`src/hw/rtl/psf_pkg.sv`:
```
// Shared types, constants and edge mask tables for the planar span fill writer.
// Used by psf_front, psf_queue, psf_back and planar_span_fill_writer.
`default_nettype none

package psf_pkg;

  localparam int ADDR_W  = 16;
  localparam int LINE_W  = 10;
  localparam int X_W     = 12;
  localparam int Y_W     = 9;
  localparam int COLOR_W = 8;
  localparam int MASK_W  = 4;
  localparam int RUN_W   = 10;
  localparam int PROD_W  = Y_W + LINE_W;
  localparam int CFG_INDEX_W = 2;

  localparam int QUEUE_DEPTH = 4;
  localparam int QPTR_W      = $clog2(QUEUE_DEPTH);

  localparam logic [CFG_INDEX_W-1:0] CFG_BUFFER_OFFSET = 2'd0;
  localparam logic [CFG_INDEX_W-1:0] CFG_LINE_BYTES    = 2'd1;

  localparam logic [ADDR_W-1:0] BUFFER_OFFSET_RESET = 16'd0;
  localparam logic [LINE_W-1:0] LINE_BYTES_RESET    = 10'd80;

  localparam logic CMD_PLOT = 1'b0;
  localparam logic CMD_SPAN = 1'b1;

  localparam logic [MASK_W-1:0] FULL_MASK = 4'hF;

  localparam logic [MASK_W-1:0] SINGLE_PLANE [4] = '{4'd1, 4'd2, 4'd4, 4'd8};
  localparam logic [MASK_W-1:0] START_EDGE   [4] = '{4'd15, 4'd14, 4'd12, 4'd8};
  localparam logic [MASK_W-1:0] END_EDGE     [4] = '{4'd1, 4'd3, 4'd7, 4'd15};

  typedef struct packed {
    logic               single;
    logic [ADDR_W-1:0]  base;
    logic [MASK_W-1:0]  lmask;
    logic [MASK_W-1:0]  rmask;
    logic [RUN_W-1:0]   mid;
    logic [COLOR_W-1:0] color;
  } psf_job_t;

  typedef struct packed {
    logic push;
    logic pop;
  } psf_qctl_t;

  typedef struct packed {
    logic full;
    logic empty;
  } psf_qstat_t;

  typedef enum logic [1:0] {
    ST_FIRST,
    ST_MID,
    ST_RIGHT
  } psf_state_t;

endpackage

`default_nettype wire

```
`src/hw/rtl/psf_front.sv`:
```
// Front end: configuration registers, item intake, row multiply and span classification.
// Depends on psf_pkg; feeds classified jobs into psf_queue.
`default_nettype none

module psf_front
  import psf_pkg::*;
(
  input  wire logic                   clk,
  input  wire logic                   rst,
  input  wire logic                   push,
  output logic                        full,
  input  wire logic                   command,
  input  wire logic [X_W-1:0]         pos_x,
  input  wire logic [Y_W-1:0]         pos_y,
  input  wire logic [X_W-1:0]         span_width,
  input  wire logic [COLOR_W-1:0]     fill_color,
  input  wire logic                   cfg_valid,
  output logic                        cfg_ready,
  input  wire logic [CFG_INDEX_W-1:0] cfg_index,
  input  wire logic [ADDR_W-1:0]      cfg_data,
  input  wire logic                   q_full,
  output logic                        q_push,
  output psf_job_t                    job
);

  logic [ADDR_W-1:0]  buffer_offset;
  logic [LINE_W-1:0]  line_bytes;

  logic               s1_valid;
  logic               s1_cmd;
  logic [X_W-1:0]     s1_x;
  logic [X_W-1:0]     s1_w;
  logic [COLOR_W-1:0] s1_color;
  logic [PROD_W-1:0]  s1_prod;
  logic [ADDR_W-1:0]  s1_partial;

  logic               s1_ready;
  logic               drop;
  logic [X_W:0]       end_pos;
  logic [X_W-3:0]     first_byte;
  logic [X_W-2:0]     last_byte;
  logic [X_W-2:0]     mid_wide;
  logic [MASK_W-1:0]  lmask;
  logic [MASK_W-1:0]  rmask;

  assign cfg_ready = 1'b1;

  assign drop     = (s1_cmd == CMD_SPAN) && (s1_w == '0);
  assign s1_ready = !s1_valid || drop || !q_full;
  assign full     = !s1_ready;
  assign q_push   = s1_valid && !drop && !q_full;

  always_ff @(posedge clk) begin
    if (rst) begin
      s1_valid      <= 1'b0;
      buffer_offset <= BUFFER_OFFSET_RESET;
      line_bytes    <= LINE_BYTES_RESET;
    end else begin
      if (cfg_valid && cfg_ready) begin
        unique case (cfg_index)
          CFG_BUFFER_OFFSET: buffer_offset <= cfg_data;
          CFG_LINE_BYTES:    line_bytes    <= cfg_data[LINE_W-1:0];
          default: ;
        endcase
      end
      if (s1_ready) begin
        s1_valid <= push;
      end
    end
  end

  always_ff @(posedge clk) begin
    if (s1_ready && push) begin
      s1_cmd     <= command;
      s1_x       <= pos_x;
      s1_w       <= span_width;
      s1_color   <= fill_color;
      s1_prod    <= PROD_W'(pos_y) * PROD_W'(line_bytes);
      s1_partial <= buffer_offset + ADDR_W'(pos_x[X_W-1:2]);
    end
  end

  always_comb begin
    end_pos    = {1'b0, s1_x} + {1'b0, s1_w} - (X_W+1)'(1);
    first_byte = s1_x[X_W-1:2];
    last_byte  = end_pos[X_W:2];
    mid_wide   = last_byte - {1'b0, first_byte} - (X_W-1)'(1);
    lmask      = START_EDGE[s1_x[1:0]];
    rmask      = END_EDGE[end_pos[1:0]];

    job.base  = s1_partial + s1_prod[ADDR_W-1:0];
    job.color = s1_color;
    job.rmask = rmask;
    job.mid   = mid_wide[RUN_W-1:0];
    if (s1_cmd == CMD_PLOT) begin
      job.single = 1'b1;
      job.lmask  = SINGLE_PLANE[s1_x[1:0]];
    end else if (last_byte == {1'b0, first_byte}) begin
      job.single = 1'b1;
      job.lmask  = lmask & rmask;
    end else begin
      job.single = 1'b0;
      job.lmask  = lmask;
    end
  end

endmodule

`default_nettype wire

```
`src/hw/rtl/psf_queue.sv`:
```
// Short job queue between the front end and the write sequencer.
// Depends on psf_pkg for the job type and depth.
`default_nettype none

module psf_queue
  import psf_pkg::*;
(
  input  wire logic   clk,
  input  wire logic   rst,
  input  wire psf_qctl_t ctl,
  output psf_qstat_t  stat,
  input  wire psf_job_t  wr_job,
  output psf_job_t    rd_job
);

  psf_job_t            slots [QUEUE_DEPTH];
  logic [QPTR_W-1:0]   wr_ptr;
  logic [QPTR_W-1:0]   rd_ptr;
  logic [QPTR_W:0]     count;
  logic                do_push;
  logic                do_pop;

  assign stat.full  = (count == (QPTR_W+1)'(QUEUE_DEPTH));
  assign stat.empty = (count == '0);
  assign do_push    = ctl.push && !stat.full;
  assign do_pop     = ctl.pop && !stat.empty;
  assign rd_job     = slots[rd_ptr];

  always_ff @(posedge clk) begin
    if (rst) begin
      wr_ptr <= '0;
      rd_ptr <= '0;
      count  <= '0;
    end else begin
      if (do_push) begin
        wr_ptr <= wr_ptr + QPTR_W'(1);
      end
      if (do_pop) begin
        rd_ptr <= rd_ptr + QPTR_W'(1);
      end
      if (do_push && !do_pop) begin
        count <= count + (QPTR_W+1)'(1);
      end else if (do_pop && !do_push) begin
        count <= count - (QPTR_W+1)'(1);
      end
    end
  end

  always_ff @(posedge clk) begin
    if (do_push) begin
      slots[wr_ptr] <= wr_job;
    end
  end

endmodule

`default_nettype wire

```
`src/hw/rtl/psf_back.sv`:
```
// Write sequencer: expands each job into edge and middle-run writes into the result register.
// Depends on psf_pkg; takes jobs from psf_queue.
`default_nettype none

module psf_back
  import psf_pkg::*;
(
  input  wire logic                clk,
  input  wire logic                rst,
  input  wire logic                q_empty,
  input  wire psf_job_t            job,
  output logic                     q_pop,
  output logic                     empty,
  input  wire logic                pop,
  output logic [ADDR_W-1:0]        byte_address,
  output logic [MASK_W-1:0]        plane_mask,
  output logic [RUN_W-1:0]         run_length,
  output logic [COLOR_W-1:0]       write_color,
  output logic                     last
);

  psf_state_t         state;
  psf_state_t         state_next;
  logic               out_valid;
  logic               load;
  logic               emit;
  logic [ADDR_W-1:0]  addr_next;
  logic [MASK_W-1:0]  mask_next;
  logic [RUN_W-1:0]   run_next;
  logic               last_next;

  assign empty = !out_valid;
  assign load  = !out_valid || pop;

  always_ff @(posedge clk) begin
    if (rst) begin
      state     <= ST_FIRST;
      out_valid <= 1'b0;
    end else begin
      state <= state_next;
      if (load) begin
        out_valid <= emit;
      end
    end
  end

  always_ff @(posedge clk) begin
    if (emit) begin
      byte_address <= addr_next;
      plane_mask   <= mask_next;
      run_length   <= run_next;
      write_color  <= job.color;
      last         <= last_next;
    end
  end

  always_comb begin
    state_next = state;
    q_pop      = 1'b0;
    emit       = 1'b0;
    addr_next  = job.base;
    mask_next  = job.lmask;
    run_next   = RUN_W'(1);
    last_next  = 1'b0;
    unique case (state)
      ST_FIRST: begin
        if (!q_empty && load) begin
          emit = 1'b1;
          if (job.single) begin
            last_next = 1'b1;
            q_pop     = 1'b1;
          end else if (job.mid != '0) begin
            state_next = ST_MID;
          end else begin
            state_next = ST_RIGHT;
          end
        end
      end
      ST_MID: begin
        addr_next = job.base + ADDR_W'(1);
        mask_next = FULL_MASK;
        run_next  = job.mid;
        if (load) begin
          emit       = 1'b1;
          state_next = ST_RIGHT;
        end
      end
      ST_RIGHT: begin
        addr_next = job.base + ADDR_W'(1) + ADDR_W'(job.mid);
        mask_next = job.rmask;
        last_next = 1'b1;
        if (load) begin
          emit       = 1'b1;
          q_pop      = 1'b1;
          state_next = ST_FIRST;
        end
      end
      default: state_next = ST_FIRST;
    endcase
  end

endmodule

`default_nettype wire

```
`src/hw/rtl/planar_span_fill_writer.sv`:
```
// Top level of the planar span fill writer: front end, job queue and write sequencer.
// Depends on psf_pkg, psf_front, psf_queue and psf_back.
`default_nettype none

// Converts pixel plots and horizontal span fills into masked writes for four-plane
// video memory. Each write gives a 16-bit byte address (buffer_offset + pos_y *
// line_bytes + pos_x / 4, wrapping), a plane mask, a run length in bytes, the colour
// and a last flag on the final write of the item. A plot or a span inside one byte
// gives one write; a wider span gives a left edge, an optional full-mask middle run
// and a right edge. A span of width zero gives nothing. Items enter one a cycle,
// unless the queue is full, into a one-stage front end (row multiply and
// classification) that feeds a four-entry job queue; the write sequencer then
// issues one write per cycle while the result ports are empty or popped. The first
// write of an item passes the front-end register, a queue slot and the result
// register. Configuration is written through the cfg port, which is always ready;
// writes to indexes past the two registers are ignored.

module planar_span_fill_writer
  import psf_pkg::*;
(
  input  wire logic                   clk,
  input  wire logic                   rst,
  input  wire logic                   push,
  output logic                        full,
  input  wire logic                   command,
  input  wire logic [X_W-1:0]         pos_x,
  input  wire logic [Y_W-1:0]         pos_y,
  input  wire logic [X_W-1:0]         span_width,
  input  wire logic [COLOR_W-1:0]     fill_color,
  output logic                        empty,
  input  wire logic                   pop,
  output logic [ADDR_W-1:0]           byte_address,
  output logic [MASK_W-1:0]           plane_mask,
  output logic [RUN_W-1:0]            run_length,
  output logic [COLOR_W-1:0]          write_color,
  output logic                        last,
  input  wire logic                   cfg_valid,
  output logic                        cfg_ready,
  input  wire logic [CFG_INDEX_W-1:0] cfg_index,
  input  wire logic [ADDR_W-1:0]      cfg_data
);

  psf_job_t   front_job;
  psf_job_t   head_job;
  psf_qctl_t  qctl;
  psf_qstat_t qstat;

  psf_front u_front (
    .clk        (clk),
    .rst        (rst),
    .push       (push),
    .full       (full),
    .command    (command),
    .pos_x      (pos_x),
    .pos_y      (pos_y),
    .span_width (span_width),
    .fill_color (fill_color),
    .cfg_valid  (cfg_valid),
    .cfg_ready  (cfg_ready),
    .cfg_index  (cfg_index),
    .cfg_data   (cfg_data),
    .q_full     (qstat.full),
    .q_push     (qctl.push),
    .job        (front_job)
  );

  psf_queue u_queue (
    .clk    (clk),
    .rst    (rst),
    .ctl    (qctl),
    .stat   (qstat),
    .wr_job (front_job),
    .rd_job (head_job)
  );

  psf_back u_back (
    .clk          (clk),
    .rst          (rst),
    .q_empty      (qstat.empty),
    .job          (head_job),
    .q_pop        (qctl.pop),
    .empty        (empty),
    .pop          (pop),
    .byte_address (byte_address),
    .plane_mask   (plane_mask),
    .run_length   (run_length),
    .write_color  (write_color),
    .last         (last)
  );

endmodule

`default_nettype wire
```
`config.mk`:
```
export PLATFORM = sky130hd
export DESIGN_NAME = planar_span_fill_writer
export DESIGN_NICKNAME = d
export VERILOG_FILES = /design/src/hw/rtl/psf_pkg.sv /design/src/hw/rtl/psf_front.sv /design/src/hw/rtl/psf_queue.sv /design/src/hw/rtl/psf_back.sv /design/src/hw/rtl/planar_span_fill_writer.sv
export SDC_FILE = /design/constraint.sdc
export NUM_CORES = 1
export LEC_CHECK = 0
export BUFFER_PORTS_ARGS = -buffer_cell sky130_fd_sc_hd__buf_2
export CORE_AREA = 4 4 201 203
export DETAILED_ROUTE_END_ITERATION = 10
export DIE_AREA = 0 0 205 207
export PLACE_DENSITY = 0.63
export SLEW_MARGIN = 10
export SYNTH_ARGS = -nofsm -noshare
export SYNTH_HDL_FRONTEND = slang
export SYNTH_SLANG_ARGS = --single-unit
```
`constraint.sdc`:
```
create_clock -name clk -period 15.32 [get_ports clk]
set_input_delay 3.064 -clock clk [delete_from_list [all_inputs] [get_ports clk]]
set_output_delay 3.064 -clock clk [all_outputs]
set_load 0.03 [all_outputs]
```
==> impl_metrics.toml, run 1 <==
[run_status]
status = "finished, final reports clean"

[worst_setup_path]
worstSetupPathType = "in2reg"
slowest_stage = "fa_1"
cp-start-kind = "input port"
critPathMaxStageDelay_ps = 550
cp_top_family = "adder cells"
path_cells = "buf_2, nand2_1, fa_1, fa_1, inv_1, fa_1, inv_1, fa_1, inv_1, ha_1, a21boi_0, o21ai_0, a21boi_0, o21ai_0, a21boi_0, nor4_1, a311o_1"
cp_data_required_time_ps = 15570
cpMostUsedCell = "fa_1"
crit_arrival_ps = 7490
worst-path-buf-inv = 4
path_max_fanout = 10
crit_path_end_kind = "register"

[clock_tree]
clkTransAtPathRegs_ps = 50
cts.sinks = 311
cts_buffer_depth = 3
cts_tree = "done"
ctsHoldBuffers = 0
cts_buffers = 35
cts_setup_buffers = 0
clk_latency_ps = 520
post_cts_resized = 0
clock-root-buffer = "clkbuf_16"
htree_levels = 2

[worst_hold_path]
hold_path_class = "reg2reg"

[die]
die_h_um = 207
start_util_pct = 44.5
rows = 72
io_pins = 107
die_width_um = 205
die_area_um2 = 42400
core-area_um2 = 38500

[timing]
fmax_mhz = 138
hold_viol_final = 0
setup_viol = 0
slew_viol_final = 0
slew_headroom_pct = 20.8
post-route-period-util_pct = 47.2
whs_ps = 467
min_period_ps = 7240
rsz0062_at_grt = "false"
skew_ps = 24.0
tns_ps = 0
worstMarginPinSlew_ps = 1180
fin_ws_ps = 8080

[synthesis]
synth.cell_area_um2 = 17100
synth-seq-cells = 311
synth.most_common_cell = "edfxtp_1"
synth_common_cells = "edfxtp_1, inv_1, nand2_1"
synth_nets = 1633
synth_cell_types = 69
synth-edff-count = 272
syn_area_per_cell_um2 = 12.2
yosys.area.top_type = "edfxtp_1"
synth_area_leaders = "edfxtp_1, ha_1, fa_1"
yosysTopAreaCellShare_pct = 47.7
synthArstFlopShare_pct = 0
syn_inst = 1402
yosysWarnings = 0
synth_seq_area_share_pct = 52.3
synth_flop_cell = "edfxtp_1"

[place]
io_buffers = 105
hpwl_um = 24800
pre_cts_slack_ps = 7580
routabilityCongestion = 0.867
dp_cells = 1987

[power]
p_leak_nw = 7.76
ir_worst_vdd_mv = 0.0970
powerDensity_nw_per_um2 = 171
p_total_mw = 3.31

[routing]
drtAntennaViolNets = 0
drc_errors = 0
dr.pass1.iters = 5
routed_wl_um = 33900
avgViaCountPerCell = 5.11
dr.first_iter.drc_count = 479
wl_per_cell_um = 16.6
vias = 10500

[layout]
fin_cells = 2050
n_fill_cell = 3368
area_growth_pct = 12.9
drive_gt1_share_pct = 14.8
nNetsFinal = 1737
diodes = 0

[global_routing]
first_global_vias = 10500
grt_remaining_overflow = 0
grt_pass1_wl_um = 55900
grt_max_degree = 56
grt_usage_pct = 16.3
grt_antenna_before_repair = 1

[flow_run]
cap_violations = 0
==> state kept, by name, summed over array words and instances (netlist names), 3 cells and up, named ones only <==
signal and flops:
u_queue.count 3, u_front.s1_w 12, u_front.s1_prod 16, u_back.run_length 10, u_front.s1_color 8, u_back.plane_mask 4, u_back.write_color 8, u_back.byte_address 16
u_front.buffer_offset 16, u_front.s1_x 12, u_front.line_bytes 10, u_queue.slots 168, u_front.s1_partial 16
==> cell families after synthesis <==
| kind of cell | after synthesis | synth area share [%] |
|---|---|---|
| flip-flops | 311 | 52.3 |
| AND/OR/NAND/NOR | 354 | 9.74 |
| adder cells (fa/ha/maj) | 166 | 14.8 |
| XOR/XNOR | 73 | 3.78 |
| AO/OA/AOI/OAI | 190 | 7.03 |
| other | 1 | 0.0219 |
| buffers and inverters | 242 | 5.53 |
| multiplexers | 65 | 6.82 |
==> placed cells by master (no fill, tap or decap), types with 11 or more instances in the layout <==
master     instances
fa_1              61
xor2_1            15
buf_2            105
o21ai_0           37
nor3_1            13
mux4_2            41
nor2_1            75
clkbuf_16         35
edfxtp_1         272
dfxtp_1           37
a21oi_1           67
ha_1             105
nand3_1           15
xnor2_1           57
mux2i_1           21
and2_1            41
nand2b_1          12
nand2_1          140
o21bai_1          11
inv_1            193
==> power by group <==
part	switching (mW)	total, mW	internal, mW
registers	0.0547	1.23	1.17
clock network	0.327	0.834	0.507
logic	0.780	1.25	0.469
total	1.16	3.31	2.15
==> tightest hold or removal path: stages, from the launching register on <==
cell and delay, ps:
dfxtp_1 310, nand2_1 50, a21oi_1 50
==> per-layer routing <==
layer | up-vias | track usage, % | part of all wire [%]
met1 | 5092 | 23.9 | 47
met3 | 43 | 2.38 | 5.1
met4 | 2 | 3.65 | 1.7
met5 | - | 0 | 0.038
li1 | 5107 | - | -
met2 | 236 | 26.0 | 46
==> worst paths after layout <==
check / start / end / slack (ps) / cells after the start
worst max register to register: u_front.line_bytes[2]$_SDFFE_PP0P_ / u_front.s1_prod[14]$_DFFE_PP_ / 10160 / 16
worst min register to register: u_front.buffer_offset[7]$_SDFFE_PP0P_ / u_front.buffer_offset[7]$_SDFFE_PP0P_ / 470 / 2
worst max-delay path: pos_y[6] / u_front.s1_prod[14]$_DFFE_PP_ / 8080 / 17
worst min-delay path: u_front.buffer_offset[7]$_SDFFE_PP0P_ / u_front.buffer_offset[7]$_SDFFE_PP0P_ / 470 / 2
==> final cells by class <==
class                   instances  area (um2)  area share, %
clock inverters                22         259           1.34
clock buffers                  41         898           4.65
repair buffers                114         593           3.07
flip-flops and latches        311        8950           46.3
well taps                     518         648           3.35
inverters                     195         732           3.79
multi-input cells             849        7240           37.5
==> stage by stage <==
step	cell area, um2	utilization (%)
floorplan	17100	-
global placement	18200	47.2
detailed placement	18200	47.2
CTS	19300	50.2
global route	19300	50.2
finish	19300	50.2
Note: power is estimated with default switching activity, not from simulation.
==> inputs of run 2 (changes only) <==
ABC_AREA = 1   (was not set)
CORE_AREA = 4 4 204 206   (was 4 4 201 203)
DIE_AREA = 0 0 208 210   (was 0 0 205 207)
clock period = 6.7 ns   (was 15.32 ns; I/O delays follow)
==> impl_metrics.toml, run 2 <==
[worst_setup_path]
crit_path_end_kind = "register"
cp_data_required_time_ps = 6960
path_max_fanout = 10
worstSetupPathType = "in2reg"
cp-start-kind = "input port"
crit_arrival_ps = 5350

[layout]
regArea_um2 = 8950
multi_input_area_um2 = 7380
mostFrequentLayoutCell = "nand2_1"
fin_cells = 2437
final_cell_mix = "nand2_1, inv_1, edfxtp_1, nor2_1, o21ai_0"
area_growth_pct = 12.0
final_util_pct = 50.0
largest_register = "u_queue.slots"
nNetsFinal = 2116
n_fill_cell = 3641
largest_reg_flops = 168
diodes = 0
drive_gt1_share_pct = 11.2

[worst_hold_path]
hold_path_class = "reg2reg"

[timing]
slew_viol_final = 0
slew_headroom_pct = 35.7
whs_ps = 481
worstMarginPinSlew_ps = 965
rsz0062_at_grt = "false"
hold_viol_final = 0
fmax_mhz = 196
tns_ps = 0
post-route-period-util_pct = 76.0
skew_ps = 29.5
setup_viol = 0
min_period_ps = 5090

[die]
io_pins = 107
rows = 73
die_h_um = 210
start_util_pct = 44.6
core-area_um2 = 39600
die_width_um = 208
die_area_um2 = 43700

[synthesis]
yosys.area.top_type = "edfxtp_1"
synth_area_leaders = "edfxtp_1, nand2_1, ha_1"
synth_flop_cell = "edfxtp_1"
synth_seq_area_share_pct = 50.6
synthArstFlopShare_pct = 0
synth_nets = 2029
synth-edff-count = 272
synth.cell_area_um2 = 17700
synth_cell_types = 51
yosysTopAreaCellShare_pct = 46.2
synth-seq-cells = 311
syn_inst = 1798
synth_common_cells = "nand2_1, inv_1, edfxtp_1"
yosysWarnings = 0
syn_area_per_cell_um2 = 9.83
synth.most_common_cell = "nand2_1"

[run_status]
status = "finished, final reports clean"

[power]
internal-power_mw = 4.98
seqPwrFrac_pct = 35.2
p_total_mw = 8.30
combPwrFrac_pct = 41.9
ir_worst_vdd_mv = 0.215
p_leak_nw = 8.69
p_clk_share_pct = 22.9
powerDensity_nw_per_um2 = 419
power_switching_share_pct = 40.0
switching_power_mw = 3.32

[clock_tree]
post_cts_resized = 0
cts_tree = "done"
cts_buffers = 35
ctsHoldBuffers = 0
cts.sinks = 311
htree_levels = 2
clk_latency_ps = 530
cts_buffer_depth = 3
cts_setup_buffers = 0
clkTransAtPathRegs_ps = 60
clock-root-buffer = "clkbuf_16"

[global_routing]
grt_max_degree = 85
grt_remaining_overflow = 0
first_global_vias = 11900
grt_antenna_before_repair = 0
grt_usage_pct = 17.1
grt_pass1_wl_um = 61600

[place]
routabilityCongestion = 0.899
io_buffers = 105
hpwl_um = 28200
dp_cells = 2373

[routing]
drtAntennaViolNets = 0
avgViaCountPerCell = 5.01
wl_met1_um = 17200
wl_per_cell_um = 15.6
highest_layer = "met4"
vias = 12200
dr.pass1.iters = 6
routed_wl_um = 38000
dr_wl_met2_um = 17600
drc_errors = 0
dr.first_iter.drc_count = 603
dr_wl_met3_um = 2100

[flow_run]
cap_violations = 0
run 2: cell count changes in the layout (fill, tap and decap cells not counted), moves of 21 or more:
cell	previous run	this run
mux4_2	41	0
inv_1	193	272
nor2_1	75	150
and2_1	41	0
nand2_1	140	351
a21oi_1	67	97
xor2_1	15	45
o21ai_0	37	108
nand3_1	15	66
mux2i_1	21	0
xnor2_1	57	26
run 2: worst max-delay path, stage by stage:
cell	delay (ps)
buf_2	180
nand2_1	100
fa_1	550
inv_1	50
fa_1	490
inv_1	50
fa_1	490
fa_1	490
inv_1	40
ha_1	350
nand2_1	70
o21ai_0	250
a21o_1	160
a21oi_1	80
o21ai_0	270
a21oi_1	100
nor2_1	90
nor2_1	50
xnor2_1	110
run 2: per-layer routing:
metal  global-route usage (%)  up-vias
met3                     2.74       67
met5                        0        -
li1                         -     6121
met2                     28.2      326
met4                     5.71        0
met1                     23.5     5704
run 2: cell type report:
| type | instances | area share (%) |
|---|---|---|
| tap | 525 | 3.32 |
| timing repair buffer | 114 | 3.00 |
| multi-input combinational | 1142 | 37.3 |
| sequential | 311 | 45.2 |
| clock buffer | 43 | 4.83 |
| clock inverter | 21 | 1.04 |
| inverter | 281 | 5.35 |
run 2: cell families (layout without fill, tap and decap cells):
logic type	count (synthesis)	in the layout	synth area share, %
other	1	1	0.0212
adder cells (fa/ha/maj)	166	166	14.3
AO/OA/AOI/OAI	281	281	8.90
XOR/XNOR	71	71	3.52
AND/OR/NAND/NOR	623	623	14.7
buffers and inverters	345	459	7.86
flip-flops	311	311	50.6
run 2: final timing paths:
kind	depth (start not counted)	end	slack, ps	from
hold reg to reg	2	u_queue.rd_ptr[1]$_SDFFE_PP0P_	480	u_queue.rd_ptr[1]$_SDFFE_PP0P_
hold / removal	2	u_queue.rd_ptr[1]$_SDFFE_PP0P_	480	u_queue.rd_ptr[1]$_SDFFE_PP0P_
setup reg to reg	18	u_front.s1_prod[14]$_DFFE_PP_	1980	u_front.line_bytes[7]$_SDFFE_PP0P_
setup / recovery	19	u_front.s1_prod[14]$_DFFE_PP_	1610	pos_y[0]
run 2: per-stage QoR:
step           cell area, um2  worst slack, ps
2_1_floorplan           17700             1220
3_3_place_gp            18600             1100
3_5_place_dp            18600             1090
4_1_cts                 19800             1620
5_1_grt                 19800             1310
6_report                19800             1610
run 2: power by group through the flow:
stage	Combinational (mW)	Clock, mW	Sequential (mW)
6_report	3.47	1.90	2.92
5_1_grt	3.91	2.05	2.95
3_5_place_dp	3.47	0	2.97
4_1_cts	3.49	1.95	2.93
2_1_floorplan	2.38	0	3.17
3_3_place_gp	3.42	0	2.96
